File: src/sv/itoa_pkg.sv
// Shared types, constants and helpers for the integer to ASCII formatter.
package itoa_pkg;

    localparam int DEFAULT_MAX_FIELD_WIDTH = 64;
    // 22 octal digits cover 64 bits; decimal needs 20, hex 16.
    localparam int DIGIT_CELLS = 22;
    localparam int DIGIT_W = 4;
    localparam int VALUE_W = 64;
    localparam int ND_W = $clog2(DIGIT_CELLS + 1);
    localparam int CONV_W = $clog2(VALUE_W);

    localparam logic [7:0] CH_ZERO  = 8'h30;
    localparam logic [7:0] CH_LOWA  = 8'h61;
    localparam logic [7:0] CH_UPA   = 8'h41;
    localparam logic [7:0] CH_MINUS = 8'h2D;
    localparam logic [7:0] CH_PLUS  = 8'h2B;
    localparam logic [7:0] CH_SPACE = 8'h20;
    localparam logic [7:0] CH_LOWX  = 8'h78;
    localparam logic [7:0] CH_UPX   = 8'h58;

    typedef enum logic [1:0] {
        RADIX_DEC = 2'd0,
        RADIX_OCT = 2'd1,
        RADIX_HEX = 2'd2
    } radix_t;

    typedef enum logic [2:0] {
        S_IDLE,
        S_CONV,
        S_NORM,
        S_PLAN,
        S_EMIT
    } state_t;

    // Output segments in emission order.
    typedef enum logic [2:0] {
        SEG_NONE,
        SEG_LEAD,
        SEG_SIGN,
        SEG_PFX0,
        SEG_PFXX,
        SEG_ZERO,
        SEG_DIG,
        SEG_TRAIL
    } seg_t;

    typedef struct packed {
        logic clear;   // zero every digit
        logic conv;    // shift one magnitude bit in at the low end
        logic shift;   // move digits one place toward the top cell
        logic bit_in;  // magnitude bit for the low cell
    } chain_ctrl_t;

    function automatic logic [7:0] digit_char(input logic [DIGIT_W-1:0] d, input logic upper);
        logic [7:0] base;
        begin
            base = upper ? CH_UPA : CH_LOWA;
            if (d < 4'd10)
                digit_char = CH_ZERO + 8'(d);
            else
                digit_char = base + 8'(d) - 8'd10;
        end
    endfunction

endpackage

File: src/sv/itoa_cell.sv
// One digit cell: doubles its digit plus carry-in modulo the radix, or shifts.
module itoa_cell (
    input  logic                            clk,
    input  itoa_pkg::chain_ctrl_t           ctrl,
    input  itoa_pkg::radix_t                radix,
    input  logic                            cin,
    input  logic [itoa_pkg::DIGIT_W-1:0]    din,
    output logic                            cout,
    output logic [itoa_pkg::DIGIT_W-1:0]    dout
);

    logic [itoa_pkg::DIGIT_W-1:0] digit_reg;
    logic [itoa_pkg::DIGIT_W-1:0] digit_next;
    logic [itoa_pkg::DIGIT_W-1:0] conv_digit;
    logic [itoa_pkg::DIGIT_W:0]   dbl;

    assign dbl  = {digit_reg, cin};
    assign dout = digit_reg;

    always_comb
    begin
        cout       = 1'b0;
        conv_digit = dbl[itoa_pkg::DIGIT_W-1:0];
        case (radix)
            itoa_pkg::RADIX_DEC:
            begin
                if (dbl >= 5'd10)
                begin
                    cout       = 1'b1;
                    conv_digit = 4'(dbl - 5'd10);
                end
                else
                begin
                    conv_digit = dbl[itoa_pkg::DIGIT_W-1:0];
                end
            end
            itoa_pkg::RADIX_OCT:
            begin
                cout       = dbl[3];
                conv_digit = {1'b0, dbl[2:0]};
            end
            default:
            begin
                cout       = dbl[4];
                conv_digit = dbl[3:0];
            end
        endcase
    end

    always_comb
    begin
        digit_next = digit_reg;
        if (ctrl.clear)
            digit_next = '0;
        else if (ctrl.conv)
            digit_next = conv_digit;
        else if (ctrl.shift)
            digit_next = din;
    end

    always_ff @(posedge clk)
    begin
        digit_reg <= digit_next;
    end

endmodule

File: src/sv/itoa_chain.sv
// Row of digit cells; cell 0 is least significant, the top cell feeds output.
module itoa_chain (
    input  logic                            clk,
    input  itoa_pkg::chain_ctrl_t           ctrl,
    input  itoa_pkg::radix_t                radix,
    output logic [itoa_pkg::DIGIT_W-1:0]    top_digit
);

    logic [itoa_pkg::DIGIT_CELLS:0]      carry;
    logic [itoa_pkg::DIGIT_W-1:0]        digit [itoa_pkg::DIGIT_CELLS+1];

    assign carry[0] = ctrl.bit_in;
    assign digit[0] = '0;
    assign top_digit = digit[itoa_pkg::DIGIT_CELLS];

    for (genvar i = 0; i < itoa_pkg::DIGIT_CELLS; i++)
    begin : g_cell
        itoa_cell u_cell (
            .clk   (clk),
            .ctrl  (ctrl),
            .radix (radix),
            .cin   (carry[i]),
            .din   (digit[i]),
            .cout  (carry[i+1]),
            .dout  (digit[i+1])
        );
    end

endmodule

File: src/sv/integer_to_ascii_formatter.sv
// Top level: printf-style integer conversion, one character per output request.
//
// One request is taken at a time. The magnitude is shifted into a row of 22
// digit cells one bit per cycle, the row is then shifted up until the most
// significant digit reaches the top cell, the plan state sizes the fields, and
// the characters follow at one per cycle while the output is not stalled, with
// no character sent while the next layout segment is entered. The output
// register can be refilled in the cycle its character is taken.
module integer_to_ascii_formatter #(
    parameter int MAX_FIELD_WIDTH = itoa_pkg::DEFAULT_MAX_FIELD_WIDTH
) (
    input  logic               clk,
    input  logic               rst_n,
    input  logic               in_valid,
    output logic               in_stall,
    input  logic signed [63:0] value,
    input  logic               is_unsigned,
    input  logic [1:0]         radix_sel,
    input  logic               left_justify,
    input  logic               force_sign,
    input  logic               alt_form,
    input  logic               zero_pad,
    input  logic               uppercase,
    input  logic [6:0]         field_width,
    input  logic [5:0]         min_digits,
    output logic               out_valid,
    input  logic               out_stall,
    output logic [7:0]         char_out,
    output logic               last_char
);

    localparam int CNT_W = $clog2(MAX_FIELD_WIDTH + 8);

    itoa_pkg::state_t       state_reg, state_next;
    itoa_pkg::seg_t         seg_reg, seg_next, seg_after;
    itoa_pkg::chain_ctrl_t  ctrl;
    itoa_pkg::radix_t       radix_reg;

    logic [CNT_W-1:0]                 cnt_reg, cnt_next;
    logic [CNT_W-1:0]                 rem_reg, rem_next;
    logic [CNT_W-1:0]                 pad_reg, pad_next;
    logic [CNT_W-1:0]                 lz_reg, lz_next;
    logic [CNT_W-1:0]                 after_len;
    logic [itoa_pkg::CONV_W-1:0]      conv_cnt_reg, conv_cnt_next;
    logic [itoa_pkg::ND_W-1:0]        nd_reg, nd_next;
    logic [63:0]                      mag_reg, mag_next;
    logic                             pfx_reg, pfx_next;
    logic                             has_sign_reg;
    logic [7:0]                       sign_reg;
    logic                             alt_reg, left_reg, zpad_reg, upper_reg;
    logic [6:0]                       width_reg;
    logic [5:0]                       mind_reg;
    logic                             out_valid_reg, out_valid_next;
    logic [7:0]                       char_reg, char_next;
    logic                             last_reg, last_next;
    logic [itoa_pkg::DIGIT_W-1:0]     top_digit;

    logic                             accept;
    logic                             slot_free;
    logic                             out_load;
    logic                             neg;

    // sizing
    logic [CNT_W-1:0] wsat, prec1, prec2, prec3, nd_c, ndig, body, total;

    assign accept    = in_valid && !in_stall;
    assign in_stall  = (state_reg != itoa_pkg::S_IDLE);
    assign slot_free = !out_valid_reg || !out_stall;
    assign out_valid = out_valid_reg;
    assign char_out  = char_reg;
    assign last_char = last_reg;
    assign neg       = !is_unsigned && value[63];

    itoa_chain u_chain (
        .clk       (clk),
        .ctrl      (ctrl),
        .radix     (radix_reg),
        .top_digit (top_digit)
    );

    // Field sizing, used in the plan cycle.
    always_comb
    begin
        nd_c  = CNT_W'(nd_reg);
        wsat  = (width_reg > 7'(MAX_FIELD_WIDTH)) ? CNT_W'(MAX_FIELD_WIDTH)
                                                  : CNT_W'(width_reg);
        prec1 = (mind_reg == 6'd0) ? CNT_W'(1) : CNT_W'(mind_reg);
        // saturate before narrowing to the count width
        prec2 = (mind_reg > 6'(MAX_FIELD_WIDTH - 3)) ? CNT_W'(MAX_FIELD_WIDTH - 3) : prec1;
        // octal alternate form needs a leading zero digit
        prec3 = (radix_reg == itoa_pkg::RADIX_OCT && alt_reg && nd_reg != '0 && prec2 <= nd_c)
                ? nd_c + CNT_W'(1) : prec2;
        ndig  = (nd_c > prec3) ? nd_c : prec3;
        pfx_next = (radix_reg == itoa_pkg::RADIX_HEX) && alt_reg && (nd_reg != '0);
        body  = ndig + CNT_W'(has_sign_reg) + (pfx_next ? CNT_W'(2) : CNT_W'(0));
        total = (wsat > body) ? wsat : body;
        pad_next = total - body;
        lz_next  = ndig - nd_c;
    end

    // Segment following the current one and its length.
    always_comb
    begin
        case (seg_reg)
            itoa_pkg::SEG_NONE: seg_after = itoa_pkg::SEG_LEAD;
            itoa_pkg::SEG_LEAD: seg_after = itoa_pkg::SEG_SIGN;
            itoa_pkg::SEG_SIGN: seg_after = itoa_pkg::SEG_PFX0;
            itoa_pkg::SEG_PFX0: seg_after = itoa_pkg::SEG_PFXX;
            itoa_pkg::SEG_PFXX: seg_after = itoa_pkg::SEG_ZERO;
            itoa_pkg::SEG_ZERO: seg_after = itoa_pkg::SEG_DIG;
            default:            seg_after = itoa_pkg::SEG_TRAIL;
        endcase
        case (seg_after)
            itoa_pkg::SEG_LEAD:  after_len = (!left_reg && !zpad_reg) ? pad_reg : '0;
            itoa_pkg::SEG_SIGN:  after_len = CNT_W'(has_sign_reg);
            itoa_pkg::SEG_PFX0:  after_len = CNT_W'(pfx_reg);
            itoa_pkg::SEG_PFXX:  after_len = CNT_W'(pfx_reg);
            itoa_pkg::SEG_ZERO:  after_len = lz_reg + ((!left_reg && zpad_reg) ? pad_reg : '0);
            itoa_pkg::SEG_DIG:   after_len = CNT_W'(nd_reg);
            itoa_pkg::SEG_TRAIL: after_len = left_reg ? pad_reg : '0;
            default:             after_len = '0;
        endcase
    end

    always_comb
    begin
        state_next     = state_reg;
        seg_next       = seg_reg;
        cnt_next       = cnt_reg;
        rem_next       = rem_reg;
        conv_cnt_next  = conv_cnt_reg;
        nd_next        = nd_reg;
        mag_next       = mag_reg;
        out_valid_next = out_valid_reg && out_stall;
        char_next      = char_reg;
        last_next      = last_reg;
        out_load       = 1'b0;
        ctrl           = '0;

        case (state_reg)
            itoa_pkg::S_IDLE:
            begin
                if (accept)
                begin
                    ctrl.clear    = 1'b1;
                    mag_next      = neg ? (64'd0 - $unsigned(value)) : $unsigned(value);
                    conv_cnt_next = '0;
                    nd_next       = itoa_pkg::ND_W'(itoa_pkg::DIGIT_CELLS);
                    state_next    = itoa_pkg::S_CONV;
                end
            end
            itoa_pkg::S_CONV:
            begin
                ctrl.conv     = 1'b1;
                ctrl.bit_in   = mag_reg[63];
                mag_next      = {mag_reg[62:0], 1'b0};
                conv_cnt_next = conv_cnt_reg + 1'b1;
                if (conv_cnt_reg == itoa_pkg::CONV_W'(itoa_pkg::VALUE_W - 1))
                    state_next = itoa_pkg::S_NORM;
            end
            itoa_pkg::S_NORM:
            begin
                // bring the most significant digit up to the top cell
                if (nd_reg == '0 || top_digit != '0)
                begin
                    state_next = itoa_pkg::S_PLAN;
                end
                else
                begin
                    ctrl.shift = 1'b1;
                    nd_next    = nd_reg - 1'b1;
                end
            end
            itoa_pkg::S_PLAN:
            begin
                rem_next   = total;
                seg_next   = itoa_pkg::SEG_NONE;
                cnt_next   = '0;
                state_next = itoa_pkg::S_EMIT;
            end
            itoa_pkg::S_EMIT:
            begin
                if (cnt_reg == '0)
                begin
                    seg_next = seg_after;
                    cnt_next = after_len;
                    if (seg_reg == itoa_pkg::SEG_TRAIL)
                        state_next = itoa_pkg::S_IDLE;
                end
                else if (slot_free)
                begin
                    out_load       = 1'b1;
                    out_valid_next = 1'b1;
                    last_next      = (rem_reg == CNT_W'(1));
                    cnt_next       = cnt_reg - 1'b1;
                    rem_next       = rem_reg - 1'b1;
                    case (seg_reg)
                        itoa_pkg::SEG_SIGN: char_next = sign_reg;
                        itoa_pkg::SEG_PFX0: char_next = itoa_pkg::CH_ZERO;
                        itoa_pkg::SEG_PFXX:
                            char_next = upper_reg ? itoa_pkg::CH_UPX : itoa_pkg::CH_LOWX;
                        itoa_pkg::SEG_ZERO: char_next = itoa_pkg::CH_ZERO;
                        itoa_pkg::SEG_DIG:
                        begin
                            char_next  = itoa_pkg::digit_char(top_digit, upper_reg);
                            ctrl.shift = 1'b1;
                        end
                        default:            char_next = itoa_pkg::CH_SPACE;
                    endcase
                    if (rem_reg == CNT_W'(1))
                        state_next = itoa_pkg::S_IDLE;
                end
            end
            default:
            begin
                state_next = itoa_pkg::S_IDLE;
            end
        endcase
    end

    always_ff @(posedge clk or negedge rst_n)
    begin
        if (!rst_n)
        begin
            state_reg     <= itoa_pkg::S_IDLE;
            seg_reg       <= itoa_pkg::SEG_NONE;
            out_valid_reg <= 1'b0;
        end
        else
        begin
            state_reg     <= state_next;
            seg_reg       <= seg_next;
            out_valid_reg <= out_valid_next;
        end
    end

    always_ff @(posedge clk)
    begin
        cnt_reg      <= cnt_next;
        rem_reg      <= rem_next;
        conv_cnt_reg <= conv_cnt_next;
        nd_reg       <= nd_next;
        mag_reg      <= mag_next;
        char_reg     <= char_next;
        last_reg     <= last_next;
        if (state_reg == itoa_pkg::S_PLAN)
        begin
            pad_reg <= pad_next;
            lz_reg  <= lz_next;
            pfx_reg <= pfx_next;
        end
        if (accept)
        begin
            case (radix_sel)
                itoa_pkg::RADIX_DEC: radix_reg <= itoa_pkg::RADIX_DEC;
                itoa_pkg::RADIX_OCT: radix_reg <= itoa_pkg::RADIX_OCT;
                default:             radix_reg <= itoa_pkg::RADIX_HEX;
            endcase
            has_sign_reg <= !is_unsigned && (value[63] || force_sign);
            sign_reg     <= neg ? itoa_pkg::CH_MINUS : itoa_pkg::CH_PLUS;
            alt_reg      <= alt_form;
            left_reg     <= left_justify;
            zpad_reg     <= zero_pad;
            upper_reg    <= uppercase;
            width_reg    <= field_width;
            mind_reg     <= min_digits;
        end
    end

    a_last_ends_request: assert property (@(posedge clk) disable iff (!rst_n)
        (out_load && last_next) |=> (state_reg == itoa_pkg::S_IDLE))
        else $error("last character did not end the request");

    a_accept_starts_conv: assert property (@(posedge clk) disable iff (!rst_n)
        accept |=> (state_reg == itoa_pkg::S_CONV))
        else $error("accepted request did not start conversion");

    a_emit_has_chars: assert property (@(posedge clk) disable iff (!rst_n)
        (state_reg == itoa_pkg::S_EMIT) |-> (rem_reg != '0))
        else $error("emitting with no characters left");

    a_conv_length: assert property (@(posedge clk) disable iff (!rst_n)
        (state_reg == itoa_pkg::S_CONV &&
         conv_cnt_reg == itoa_pkg::CONV_W'(itoa_pkg::VALUE_W - 1))
        |=> (state_reg == itoa_pkg::S_NORM))
        else $error("conversion did not end after all magnitude bits");

endmodule

File: config.mk
export PLATFORM = sky130hd
export DESIGN_NAME = integer_to_ascii_formatter
export DESIGN_NICKNAME = d
export VERILOG_FILES = /design/src/sv/itoa_pkg.sv /design/src/sv/itoa_cell.sv /design/src/sv/itoa_chain.sv /design/src/sv/integer_to_ascii_formatter.sv
export SDC_FILE = /design/constraint.sdc
export NUM_CORES = 1
export LEC_CHECK = 0
export BUFFER_PORTS_ARGS = -buffer_cell sky130_fd_sc_hd__buf_2
export CELL_PAD_IN_SITES_DETAIL_PLACEMENT = 0
export CELL_PAD_IN_SITES_GLOBAL_PLACEMENT = 1
export CORE_MARGIN = 8
export CORE_UTILIZATION = 45
export DETAILED_ROUTE_END_ITERATION = 10
export GPL_ROUTABILITY_DRIVEN = 0
export GPL_TIMING_DRIVEN = 0
export PLACE_DENSITY_LB_ADDON = 0.1
export SYNTH_ARGS = -nofsm -noshare
export SYNTH_HDL_FRONTEND = slang
export SYNTH_SLANG_ARGS = --single-unit
File: constraint.sdc
create_clock -name clk -period 11.8 [get_ports clk]
set_input_delay 1.77 -clock clk [delete_from_list [all_inputs] [get_ports clk]]
set_output_delay 1.77 -clock clk [all_outputs]
set_load 0.05 [all_outputs]
==> metrics.md <==
| Metric | Value |
|---|---|
| Status | finished clean |
| Overall routing resource usage | 24.6% |
| Post-cts sizing count | 0 |
| Max Clock Freq | 0.104 GHz |
| Crit path kind | reg2reg |
| WP data required | 12.10 ns |
| CTS hold repair buffers | 0 |
| Startpoint class of the critical path | register |
| Combinational power share | 50.3% |
| CP Buf/Inv Count | 5 |
| Post-Layout Cell Count | 2380 |
| CP top delay family | compound AO/OA/AOI/OAI gates |
| Reg2reg end | pad_reg[6] |
| Max-Cap Viols | 0 |
| Data arrival time of the worst path | 9.93 ns |
| DRT Wirelength | 51.5 mm |
| Peak supply drop | 0.000170 V |
| DRC viols | 0 |
| Final ANT Viol Nets | 0 |
| Place WS | 2.27 ns |
| Crit path largest cell delay | 0.56 ns |
| Final design utilization | 51.9% |
| Clock share of power | 18.3% |
| Primary FF master, synth | edfxtp_1 |
| RSZ-0062 raised after global routing | false |
| Register share of total power | 31.4% |
| Grt ovf | 0 |
| Worst slew margin | 24.9% |
| Die Wd | 201 µm |
| Clk slew on worst S/H paths | 0.06 ns |
| Post-Synthesis Cells | 1779 |
| Die area | 0.0402 mm² |
| Max FFs per register | 88 |
| DR vias | 14093 |
| Post-DP HPWL | 36.6 mm |
| Seq/Total Area, Yosys | 38.9% |
| Switching share of power | 45.9% |
| Hold depth | 1 |
| Post-synthesis cell area | 0.0153 mm² |
| Pleak | 6.56 nW |
| Clock sinks | 229 |
| Initial antenna violation count | 3 |
| #FFs+latches synth | 229 |
| Core area | 0.0335 mm² |
| Initial core utilization | 45.7% |
| Chip Height | 201 µm |
| Routed WL per cell | 21.6 µm |
| Post-CTS Setup Inserts | 0 |
| Final setup fails | 0 |
| First-pass GRT wire length | 79.4 mm |
| Mapped Nets | 1939 |
| Layout cell share with drive strength beyond 1 | 11.1% |
| Area Overhead vs Synth | 13.6% |
| HP Class | reg2reg |
| Hold Crit Start | u_chain.g_cell[8].u_cell.dout[1] |
| Most frequent CP cell | a21oi_1 |
| Top cells by area, synth | edfxtp_1 26%, dfxtp_1 11%, ha_1 5.5% |
| Final hold violations | 0 |
| Via density per instance | 5.92 |
| Reg-to-Reg Start | mind_reg[3] |
| FF-to-FF path depth | 41 |
| Filler cells | 3251 |
| PnR worst setup slack | 2.17 ns |
| Root Driver | clkbuf_16 |
| Port bufs | 98 |
| Nets | 2069 |
| Syn Area/Cell | 8.62 µm² |
| Total Negative Setup Slacks | 0 ns |
| Largest net degree at the start of global routing | 62 |
| Post-synth EDFFs | 134 |
| CP Max Fanout | 10 |
| Power per cell area | 287 mW/mm² |
| Overall Power | 4.99 mW |
| Min-Delay Endpoint | u_chain.g_cell[8].u_cell.dout[1] |
| Fin crit period | 9.63 ns |
| Dpl cells | 2327 |
| Bufs on Longest Clock Path | 3 |
| Crit end category | register |
| CP max stage cell | nor4_2 |
| Htree depth | 1 |
| Worst-skew pair later-pin latency | 0.55 ns |
| Router iterations before antenna repair | 8 |
| Synth cell count leaders | 188 x nand2_1, 164 x o21ai_0, 155 x a21oi_1, 144 x nor2_1, 134 x edfxtp_1 |
| Tcrit/Tclk final | 81.6% |
| Async SR Flop Fraction | 3.06% |
| Clock skew | 0.0114 ns |
| Final Slew Violations | 0 |
| Vias in the first global route | 13532 |
| Psw | 2.29 mW |
| Count leader, synth | nand2_1 |
| Pint | 2.70 mW |
| Row count | 67 |
| Worst slew pin tran | 1.12 ns |
| DRT iter0 DRCs | 1392 |
| Flop-to-flop setup slack | 2.17 ns |
| Largest area contributor in the netlist | edfxtp_1 |
| TritonCTS clock tree | done |
| Yosys top cell area share | 26.2% |
| CTS Buf Count | 28 |
| Post-synth cell types | 98 |
| I/O pin cnt | 100 |
| Yosys warns | 0 |
-- power by group through the flow --
stage                     sequential, mW  clock (mW)  combinational [mW]
after floorplan                     1.51           0                1.68
after global placement              1.58           0                2.40
after detailed placement            1.57           0                2.46
after CTS                           1.56       0.928                2.47
after global routing                1.61       0.954                2.76
final                               1.57       0.914                2.51
-- cells in the final DEF (no fill, tap or decap), types with 13 or more instances in the layout --
cell type    n
a21oi_1    155
o21ai_0    164
and2_1      14
nor3_1      37
a31oi_1     20
inv_1      106
nor4b_1     13
a211oi_1    40
ha_1        67
xor2_1      45
dfxtp_1     88
clkbuf_16   31
a22oi_1     14
nand2b_1    16
o211ai_1    29
clkbuf_1    82
or3_1       13
edfxtp_1   134
a21o_1      25
buf_2      108
mux2i_1     14
nand3_1     38
nand2_1    188
nor2b_1     25
nor2_1     144
xnor2_1     73
-- cell type report --
type	instances	area, µm²	share of cell area, %
clock buffer	39	836	4.80
inverter	109	409	2.35
clock inverter	13	139	0.798
antenna	1	2.50	0.0144
sequential	229	5960	34.2
multi-input combinational	1335	8500	48.8
timing repair buffer	100	538	3.09
tap	448	561	3.22
buffer	106	473	2.72
-- stage by stage --
step | cell area (µm²) | hold slack (ns)
final | 17400 | 0.499
after floorplan | 15300 | 0.446
after detailed placement | 16400 | 0.467
after global placement | 16400 | 0.466
after global routing | 17400 | 0.526
after CTS | 17400 | 0.490
-- layer usage --
layer  global-route usage (%)  vias up  part of all wire [%]
met4                     7.78        4                   3.3
met3                     6.12      120                   8.8
met1                     33.2     6689                    44
li1                         -     6712                     -
met2                     38.4      568                    44
met5                        0        -                 0.049
-- cell families (layout without fill, tap and decap cells) --
group / after synthesis / after routing / synth area share (%)
AO/OA/AOI/OAI: 550 / 550 / 22.6
XOR/XNOR: 118 / 118 / 6.74
adder cells (fa/ha/maj): 71 / 71 / 5.99
buffers and inverters: 215 / 367 / 5.75
flip-flops: 229 / 229 / 38.9
multiplexers: 24 / 24 / 1.65
other: 1 / 2 / 0.0245
AND/OR/NAND/NOR: 571 / 571 / 18.4
-- worst max path at each step --
stage                     depth (start not counted)  slack, ns         end   startpoint
after floorplan                                  41       3.41  pad_reg[6]  mind_reg[5]
after global placement                           41       2.30  pad_reg[6]  mind_reg[3]
after detailed placement                         41       2.27  pad_reg[6]  mind_reg[3]
after CTS                                        41       2.21  pad_reg[6]  mind_reg[3]
after global routing                             41       1.48  pad_reg[6]  mind_reg[3]
final                                            41       2.17  pad_reg[6]  mind_reg[3]
(Power assumes the default switching activity.)
